### src/sv/bpc_pkg.sv
// Shared constants and types of the barometric pressure compensation block.
package bpc_pkg;

  localparam int unsigned CountBitsDef = 10;
  localparam int unsigned WordW        = 16;
  localparam int unsigned CfgIdxW      = 2;
  localparam int unsigned PressW       = 11;
  localparam int unsigned TempW        = 12;
  localparam int unsigned PipeDepth    = 6;

  typedef enum logic [CfgIdxW-1:0] {
    CfgOffset     = 2'd0,
    CfgPressSlope = 2'd1,
    CfgTempSlope  = 2'd2,
    CfgCross      = 2'd3
  } cfg_idx_e;

  // Q24 polynomial scalings of the coefficients
  localparam int unsigned OffsetShift    = 21;
  localparam int unsigned PressSlopeShft = 11;
  localparam int unsigned TempSlopeShft  = 10;

  // Pcomp saturation and pressure scaling: 800 + round(Pcomp * 1040 / 1023)
  localparam int unsigned PcompW         = 34;
  localparam logic [PcompW-1:0] PcompMax = PcompW'(64'd1023 << 24);
  localparam int unsigned PressMulW      = 45;
  localparam int unsigned PressMul       = 1040;
  localparam logic [PressMulW-1:0] PressBias = PressMulW'(64'd1023 << 23);
  localparam int unsigned PressFracBits  = 24;
  localparam int unsigned PressYW        = 21;
  localparam int unsigned PressDiv       = 1023;
  localparam int unsigned PressRecip     = 1025;
  localparam int unsigned PressRecipShft = 20;
  localparam int unsigned PressRecipW    = 11;
  localparam int unsigned PressBase      = 800;

  // Temperature: 400 - round((T - 498) * 320 / 107), half away from zero
  localparam int unsigned TempOffsetCnt  = 498;
  localparam int unsigned TempScale      = 640;
  localparam int unsigned TempRndBias    = 107;
  localparam int unsigned TempDiv        = 214;
  localparam int unsigned TempRecipW     = 25;
  localparam logic [TempRecipW-1:0] TempRecip = 25'd20069940;
  localparam int unsigned TempRecipShft  = 32;
  localparam int unsigned TempBase       = 400;
  localparam int signed   TempMax        = 2047;
  localparam int signed   TempMin        = -2048;

endpackage

### src/sv/barometric_pressure_compensation_top.sv
// Top level: six-stage compensation pipeline for pressure and temperature counts.
//
// One item per clock: an item accepted at a clock edge moves through the stage
// registers and shows its result with result_valid_o high for one cycle; the
// result is taken at the edge that ends that strobe. busy_o is always low, so
// every start_i pulse is an accepted item. Results cannot be held off; the
// receiver must take each one in its strobe cycle.
// The stage count follows the multiplier chain: temperature products, slope
// times pressure count, Pcomp scaling and two reciprocal divisions. Write the
// coefficient registers only while no item is in flight.
module barometric_pressure_compensation_top #(
  parameter int unsigned COUNT_BITS = bpc_pkg::CountBitsDef
) (
  input  logic                                 clk_i,
  input  logic                                 rst_ni,
  input  logic                                 start_i,
  output logic                                 busy_o,
  input  logic [bpc_pkg::WordW-1:0]            pressure_word_i,
  input  logic [bpc_pkg::WordW-1:0]            temperature_word_i,
  input  logic                                 cfg_we_i,
  input  logic [bpc_pkg::CfgIdxW-1:0]          cfg_idx_i,
  input  logic [bpc_pkg::WordW-1:0]            cfg_wdata_i,
  output logic                                 result_valid_o,
  output logic [bpc_pkg::PressW-1:0]           pressure_kpa_q4_o,
  output logic signed [bpc_pkg::TempW-1:0]     temperature_c_q4_o,
  output logic                                 compensation_clipped_o
);
  import bpc_pkg::*;

  localparam int unsigned CB    = COUNT_BITS;
  localparam int unsigned CT_W  = WordW + CB + 1;
  localparam int unsigned SL_W  = ((CT_W > WordW + PressSlopeShft) ? CT_W
                                   : WordW + PressSlopeShft) + 1;
  localparam int unsigned PR_W  = SL_W + CB + 1;
  localparam int unsigned OF_A  = WordW + OffsetShift;
  localparam int unsigned OF_B  = CT_W + TempSlopeShft;
  localparam int unsigned PC_W0 = (OF_A > OF_B) ? OF_A : OF_B;
  localparam int unsigned PC_W  = ((PC_W0 > PR_W) ? PC_W0 : PR_W) + 2;
  localparam int unsigned E_W   = ((CB > 9) ? CB : 9) + 2;
  localparam int unsigned Z_W   = E_W + 10;
  localparam int unsigned TP_W  = Z_W + TempRecipW;
  localparam int unsigned Q_W   = Z_W - 7;
  localparam int unsigned TQ_W  = Q_W + 2;
  localparam int unsigned PY_W  = PressYW + PressRecipW;

  logic accept;
  assign busy_o = 1'b0;
  assign accept = start_i && !busy_o;

  // coefficient registers
  logic [WordW-1:0] coeff_offset_q, coeff_press_slope_q, coeff_temp_slope_q, coeff_cross_q;

  always_ff @(posedge clk_i or negedge rst_ni) begin
    if (!rst_ni) begin
      coeff_offset_q      <= '0;
      coeff_press_slope_q <= '0;
      coeff_temp_slope_q  <= '0;
      coeff_cross_q       <= '0;
    end else if (cfg_we_i) begin
      unique case (cfg_idx_e'(cfg_idx_i))
        CfgOffset:     coeff_offset_q      <= cfg_wdata_i;
        CfgPressSlope: coeff_press_slope_q <= cfg_wdata_i;
        CfgTempSlope:  coeff_temp_slope_q  <= cfg_wdata_i;
        CfgCross:      coeff_cross_q       <= cfg_wdata_i;
        default:       coeff_offset_q      <= coeff_offset_q;
      endcase
    end
  end

  // valid bits
  logic [PipeDepth-1:0] vld_q, vld_d;
  assign vld_d = {vld_q[PipeDepth-2:0], accept};

  always_ff @(posedge clk_i or negedge rst_ni) begin
    if (!rst_ni) begin
      vld_q <= '0;
    end else begin
      vld_q <= vld_d;
    end
  end

  // stage 1: counts, temperature products, temperature dividend
  logic [CB-1:0]          p_cnt, t_cnt;
  logic signed [CB:0]     t_s;
  logic signed [E_W-1:0]  e_d;
  logic [E_W-2:0]         e_abs;
  logic signed [CT_W-1:0] s1_ct_d, s1_bt_d, s1_ct_q, s1_bt_q;
  logic [Z_W-1:0]         s1_z_d, s1_z_q;
  logic [CB-1:0]          s1_p_q;
  logic                   s1_neg_q;

  assign p_cnt   = pressure_word_i[WordW-1 -: CB];
  assign t_cnt   = temperature_word_i[WordW-1 -: CB];
  assign t_s     = $signed({1'b0, t_cnt});
  assign s1_ct_d = CT_W'($signed(coeff_cross_q)) * CT_W'(t_s);
  assign s1_bt_d = CT_W'($signed(coeff_temp_slope_q)) * CT_W'(t_s);
  assign e_d     = $signed(E_W'(t_cnt)) - $signed(E_W'(TempOffsetCnt));
  assign e_abs   = e_d[E_W-1] ? (E_W-1)'(-e_d) : e_d[E_W-2:0];
  assign s1_z_d  = Z_W'(e_abs) * Z_W'(TempScale) + Z_W'(TempRndBias);

  always_ff @(posedge clk_i) begin
    s1_p_q   <= p_cnt;
    s1_ct_q  <= s1_ct_d;
    s1_bt_q  <= s1_bt_d;
    s1_z_q   <= s1_z_d;
    s1_neg_q <= e_d[E_W-1];
  end

  // stage 2: slope, offset terms, temperature reciprocal product
  logic signed [SL_W-1:0] s2_slope_d, s2_slope_q;
  logic signed [PC_W-1:0] s2_off_d, s2_off_q;
  logic [TP_W-1:0]        s2_tp;
  logic [Q_W-1:0]         s2_qe_q;
  logic [Z_W-1:0]         s2_z_q;
  logic [CB-1:0]          s2_p_q;
  logic                   s2_neg_q;

  assign s2_slope_d = (SL_W'($signed(coeff_press_slope_q)) <<< PressSlopeShft)
                    + SL_W'(s1_ct_q);
  assign s2_off_d   = (PC_W'($signed(coeff_offset_q)) <<< OffsetShift)
                    + (PC_W'(s1_bt_q) <<< TempSlopeShft);
  assign s2_tp      = TP_W'(s1_z_q) * TP_W'(TempRecip);

  always_ff @(posedge clk_i) begin
    s2_slope_q <= s2_slope_d;
    s2_off_q   <= s2_off_d;
    s2_qe_q    <= s2_tp[TempRecipShft +: Q_W];
    s2_z_q     <= s1_z_q;
    s2_p_q     <= s1_p_q;
    s2_neg_q   <= s1_neg_q;
  end

  // stage 3: Pcomp, temperature quotient correction
  logic signed [PR_W-1:0] s3_prod;
  logic signed [PC_W-1:0] s3_pc_d, s3_pc_q;
  logic [Z_W-1:0]         s3_r;
  logic [Q_W-1:0]         s3_q_d, s3_q_q;
  logic                   s3_neg_q;

  assign s3_prod = PR_W'(s2_slope_q) * PR_W'($signed({1'b0, s2_p_q}));
  assign s3_pc_d = s2_off_q + PC_W'(s3_prod);
  assign s3_r    = s2_z_q - Z_W'(s2_qe_q) * Z_W'(TempDiv);
  assign s3_q_d  = s2_qe_q + Q_W'(s3_r >= Z_W'(TempDiv));

  always_ff @(posedge clk_i) begin
    s3_pc_q  <= s3_pc_d;
    s3_q_q   <= s3_q_d;
    s3_neg_q <= s2_neg_q;
  end

  // stage 4: saturate Pcomp and scale, finish temperature
  logic                   pc_neg, pc_over;
  logic [PcompW-1:0]      pcs;
  logic [PressMulW-1:0]   px;
  logic [PressYW-1:0]     s4_y_q;
  logic                   s4_clip_q;
  logic signed [TQ_W-1:0] tq;
  logic signed [TempW-1:0] s4_t_d, s4_t_q;

  assign pc_neg  = s3_pc_q[PC_W-1];
  assign pc_over = !pc_neg && (s3_pc_q > $signed(PC_W'(PcompMax)));
  assign pcs     = pc_neg ? '0 : (pc_over ? PcompMax : s3_pc_q[PcompW-1:0]);
  assign px      = PressMulW'(pcs) * PressMulW'(PressMul) + PressBias;
  assign tq      = s3_neg_q ? ($signed(TQ_W'(TempBase)) + $signed(TQ_W'(s3_q_q)))
                            : ($signed(TQ_W'(TempBase)) - $signed(TQ_W'(s3_q_q)));

  always_comb begin
    priority if (tq > $signed(TQ_W'(TempMax))) begin
      s4_t_d = TempW'(TempMax);
    end else if (tq < $signed(TQ_W'(TempMin))) begin
      s4_t_d = TempW'(TempMin);
    end else begin
      s4_t_d = tq[TempW-1:0];
    end
  end

  always_ff @(posedge clk_i) begin
    s4_y_q    <= px[PressFracBits +: PressYW];
    s4_clip_q <= pc_neg || pc_over;
    s4_t_q    <= s4_t_d;
  end

  // stage 5: pressure reciprocal product
  logic [PY_W-1:0]        py;
  logic [PressRecipW-1:0] s5_qe_q;
  logic [PressYW-1:0]     s5_y_q;
  logic                   s5_clip_q;
  logic signed [TempW-1:0] s5_t_q;

  assign py = PY_W'(s4_y_q) * PY_W'(PressRecip);

  always_ff @(posedge clk_i) begin
    s5_qe_q   <= py[PressRecipShft +: PressRecipW];
    s5_y_q    <= s4_y_q;
    s5_clip_q <= s4_clip_q;
    s5_t_q    <= s4_t_q;
  end

  // stage 6: quotient correction, output register
  logic [PressYW-1:0] s6_r;
  logic [PressW-1:0]  s6_p_d;

  assign s6_r   = s5_y_q - PressYW'(s5_qe_q) * PressYW'(PressDiv);
  assign s6_p_d = PressW'(PressBase) + PressW'(s5_qe_q)
                + PressW'(s6_r >= PressYW'(PressDiv));

  always_ff @(posedge clk_i) begin
    pressure_kpa_q4_o      <= s6_p_d;
    temperature_c_q4_o     <= s5_t_q;
    compensation_clipped_o <= s5_clip_q;
  end

  assign result_valid_o = vld_q[PipeDepth-1];

endmodule

### config.mk
export PLATFORM = sky130hd
export DESIGN_NAME = barometric_pressure_compensation_top
export DESIGN_NICKNAME = d
export VERILOG_FILES = /design/src/sv/bpc_pkg.sv /design/src/sv/barometric_pressure_compensation_top.sv
export SDC_FILE = /design/constraint.sdc
export NUM_CORES = 2
export LEC_CHECK = 0
export BUFFER_PORTS_ARGS = -buffer_cell sky130_fd_sc_hd__buf_2
export CORE_UTILIZATION = 27
export CTS_BUF_LIST = sky130_fd_sc_hd__clkbuf_4
export DETAILED_ROUTE_END_ITERATION = 12
export REMOVE_ABC_BUFFERS = 1
export SYNTH_ARGS = -nofsm -noshare
export SYNTH_HDL_FRONTEND = slang
export SYNTH_SLANG_ARGS = --single-unit
### constraint.sdc
create_clock -name clk_i -period 7.3 [get_ports clk_i]
set_clock_uncertainty 0.05 [all_clocks]
set_input_delay 1.095 -clock clk_i [delete_from_list [all_inputs] [get_ports clk_i]]
set_output_delay 1.095 -clock clk_i [all_outputs]
set_load 0.05 [all_outputs]
==> metrics <==
status finished clean; largest family of logic cells by synthesized area adder cells; total track usage 12.2%; Yosys top cell area share 30.9%; CTS Root Cell clkbuf_4; clock sinks 404; largest area contributor in the netlist fa_1; Ports 80; die height 431 um; Rows 157; DR vias/cell 4.34; routed via count 34,500; synthesized area per cell 9.60 um^2; Fmax achieved 143 MHz; clk_lat worst skew 1080 ps; DP Wirelength 91,500 um; DRT Pass-1 Iters 7; Ys Warns 0; Mapped Cells 5,175; Crit. End Element register; core area 183,000 um^2; Critical Path Sink pressure_kpa_q4_o[10]$_DFF_P_; reg2reg end pressure_kpa_q4_o[10]$_DFF_P_; CTS tree done; Slew Limit Fails 0; largest net degree at the start of global routing 60; top-count cell post-synth inv_1; share of cells above drive strength 1 10.3%; worst hold path startpoint s1_ct_q[9]$_DFF_P_; setup TNS 0 ps; Die ar. 186,000 um^2; Post-synth top cells 1,089 x inv_1, 767 x fa_1, 697 x ha_1; mapped cell area 49,700 um^2; # nets final 6,911; HP Class register to register; Post-synth ARST share 17.3%; Post-Synth Simple-Gate Area 12.4%; die span in x 431 um; GP Congestion 0.849; Seq/Total Area, Yosys 17.0%; Area growth, synth to finish 12.2%; initial antenna violation count 6; Synth Flop Type dfxtp_1; Yosys reg bits 404; CP Class register to register; total congestion overflow 0; post-synthesis compound-gate area fraction 6.65%; Slew HR 23.4%; final critical-path share of the clock period 95.9%; global-route wire length before repair 185,000 um; CP Launch Point s5_qe_q[5]$_DFF_P_; Synth cell types 77; CTS max path bufs 3; IO Port Bufs 66; Routed Antenna Nets 0; First DRT Iteration DRCs 1,600; Fillers 19,000; Hold Vio Cnt, Final 0; vias in the first global route 36,800; Req. time, crit path 8210 ps; Max-Cap Viols 0; CP startpoint kind register; Post-Synth Adder-Cell Area 48.5%; FF-to-FF setup slack 300 ps; RSZ-0062 raised after global routing true; Residual DRC 0; FF-to-FF path depth 27; worst r2r src s5_qe_q[5]$_DFF_P_; routed length per instance 13.9 um; WP data arrival 7910 ps; CP max FO 5; TritonCTS Buffers 119; drt total wl 110,000 um; final setup fails 0; largest cells by area after synthesis fa_1 31%, ha_1 18%, dfxtp_1 13%, inv_1 8.2%, and2_1 4.9%; minimum clock period 7000 ps; Worst-Margin Slew 1150 ps; clock-pin slew on the worst setup and hold paths 80 ps; H-tree level count 3; mux share of post-synthesis cell area 1.67%; Post-Synth XOR/XNOR Area 4.48%; EDFF count, synth 0; initial core utilization 27.2%
==> cell type report <==
type	count	area, um^2	area share, %
Sequential cell	404	8450	15.2
Tap cell	2464	3080	5.53
Inverter	1090	4100	7.35
Clock buffer	163	1220	2.19
Clock inverter	51	282	0.505
Antenna cell	5	12.5	0.0224
Multi-Input combinational cell	3543	37000	66.3
Timing Repair Buffer	235	1650	2.96
==> metal layers <==
metal,share of wire [%],track usage [%]
met5,0.012,0
met3,3.5,1.68
met4,2.3,3.54
met2,49,21.0
met1,46,15.8
==> cells by family (layout without fill, tap and decap cells) <==
kind of cell             count (synthesis)  count (layout)
adder cells (fa/ha/maj)               1465            1465
buffers and inverters                 1230            1539
AND/OR/NAND/NOR                       1229            1229
AO/OA/AOI/OAI                          517             517
flip-flops                             404             404
XOR/XNOR                               254             254
multiplexers                            75              75
other                                    1               8
==> registers in the layout, summed over array words and instances, names as in the netlist, 16 cells and up <==
signal               count
coeff_temp_slope_q      16
s2_slope_q              28
s1_ct_q                 27
coeff_cross_q           16
coeff_offset_q          16
s3_pc_q                 40
coeff_press_slope_q     16
s4_y_q                  21
s1_bt_q                 27
s2_off_q                28
s5_y_q                  21
==> worst min path at each step <==
stage,endpoint,slack [ps],depth (start not counted)
6_report,s2_slope_q[9]$_DFF_P_,250,0
5_1_grt,coeff_temp_slope_q[0]$_DFFE_PN0P_,220,2
4_1_cts,coeff_cross_q[0]$_DFFE_PN0P_,180,2
3_5_place_dp,s2_p_q[5]$_DFF_P_,260,0
3_3_place_gp,s2_p_q[9]$_DFF_P_,260,0
2_1_floorplan,compensation_clipped_o$_DFF_P_,260,0
==> cells in the final DEF (no fill, tap or decap), types with 10 or more instances in the layout <==
| master | n |
|---|---|
| clkinv_1 | 27 |
| and3_1 | 19 |
| a21o_1 | 42 |
| clkinv_2 | 19 |
| and2_1 | 392 |
| a21boi_0 | 18 |
| xnor2_1 | 189 |
| o21ai_0 | 110 |
| o21a_1 | 41 |
| dlygate4sd3_1 | 12 |
| dfxtp_1 | 325 |
| a31oi_1 | 15 |
| nor2_1 | 188 |
| nor3_1 | 53 |
| nor4_1 | 14 |
| buf_4 | 156 |
| dfrtp_1 | 70 |
| nand2b_1 | 30 |
| fa_1 | 765 |
| o21bai_1 | 19 |
| o211ai_1 | 12 |
| or3_1 | 12 |
| nand4_1 | 21 |
| a211oi_1 | 10 |
| a21oi_1 | 150 |
| inv_1 | 1081 |
| ha_4 | 12 |
| nand2_1 | 376 |
| nand3_1 | 58 |
| ha_1 | 683 |
| mux2i_1 | 10 |
| or2_2 | 10 |
| nor2b_1 | 26 |
| clkbuf_4 | 163 |
| buf_2 | 65 |
| xor2_1 | 65 |
| mux2_2 | 65 |
==> worst max-delay path, cell delays in order, from the launching register on <==
cell      delay, ps
dfxtp_1         350
inv_2            90
fa_1            540
inv_1            90
fa_1            560
inv_1            50
fa_1            470
fa_1            540
inv_1            60
fa_1            520
inv_1            40
ha_1            310
o21ai_0          80
a31oi_1          90
o21ai_2         250
a21oi_1         120
or3_1           360
a21oi_2         160
a21oi_1          80
or4_1           430
nand3_1          90
or4b_2          600
ha_1            220
ha_1            210
a31oi_2         210
nand2b_4        160
nand2_1          60
xnor2_1         120
==> what timing repair did <==
item                                   in CTS  in global routing
buffers inserted                            0                  8
setup endpoints to repair                   3                 22
gates cloned                                0                  0
pin swaps                                   0                 36
hold buffers                               12                  0
resized for setup                           3                 75
endpoints found under the hold margin      22                  0
==> stage by stage <==
step                      util (%)  hold slack, ps  instances  setup slack, ps  cell area [um^2]
final                         30.5             252       7955              301             55800
after global routing          30.5             223       7953            -58.8             55800
after CTS                     30.3             177       7942             3.89             55300
after detailed placement      29.4             262       7716            -47.7             53700
after global placement        29.4             260       7716            0.396             53700
after floorplan                  -             260       5037              313             49200
Power is left out: the tool's default activity adds up to more than one toggle a clock period on the data nets, which glitch-free logic cannot reach.
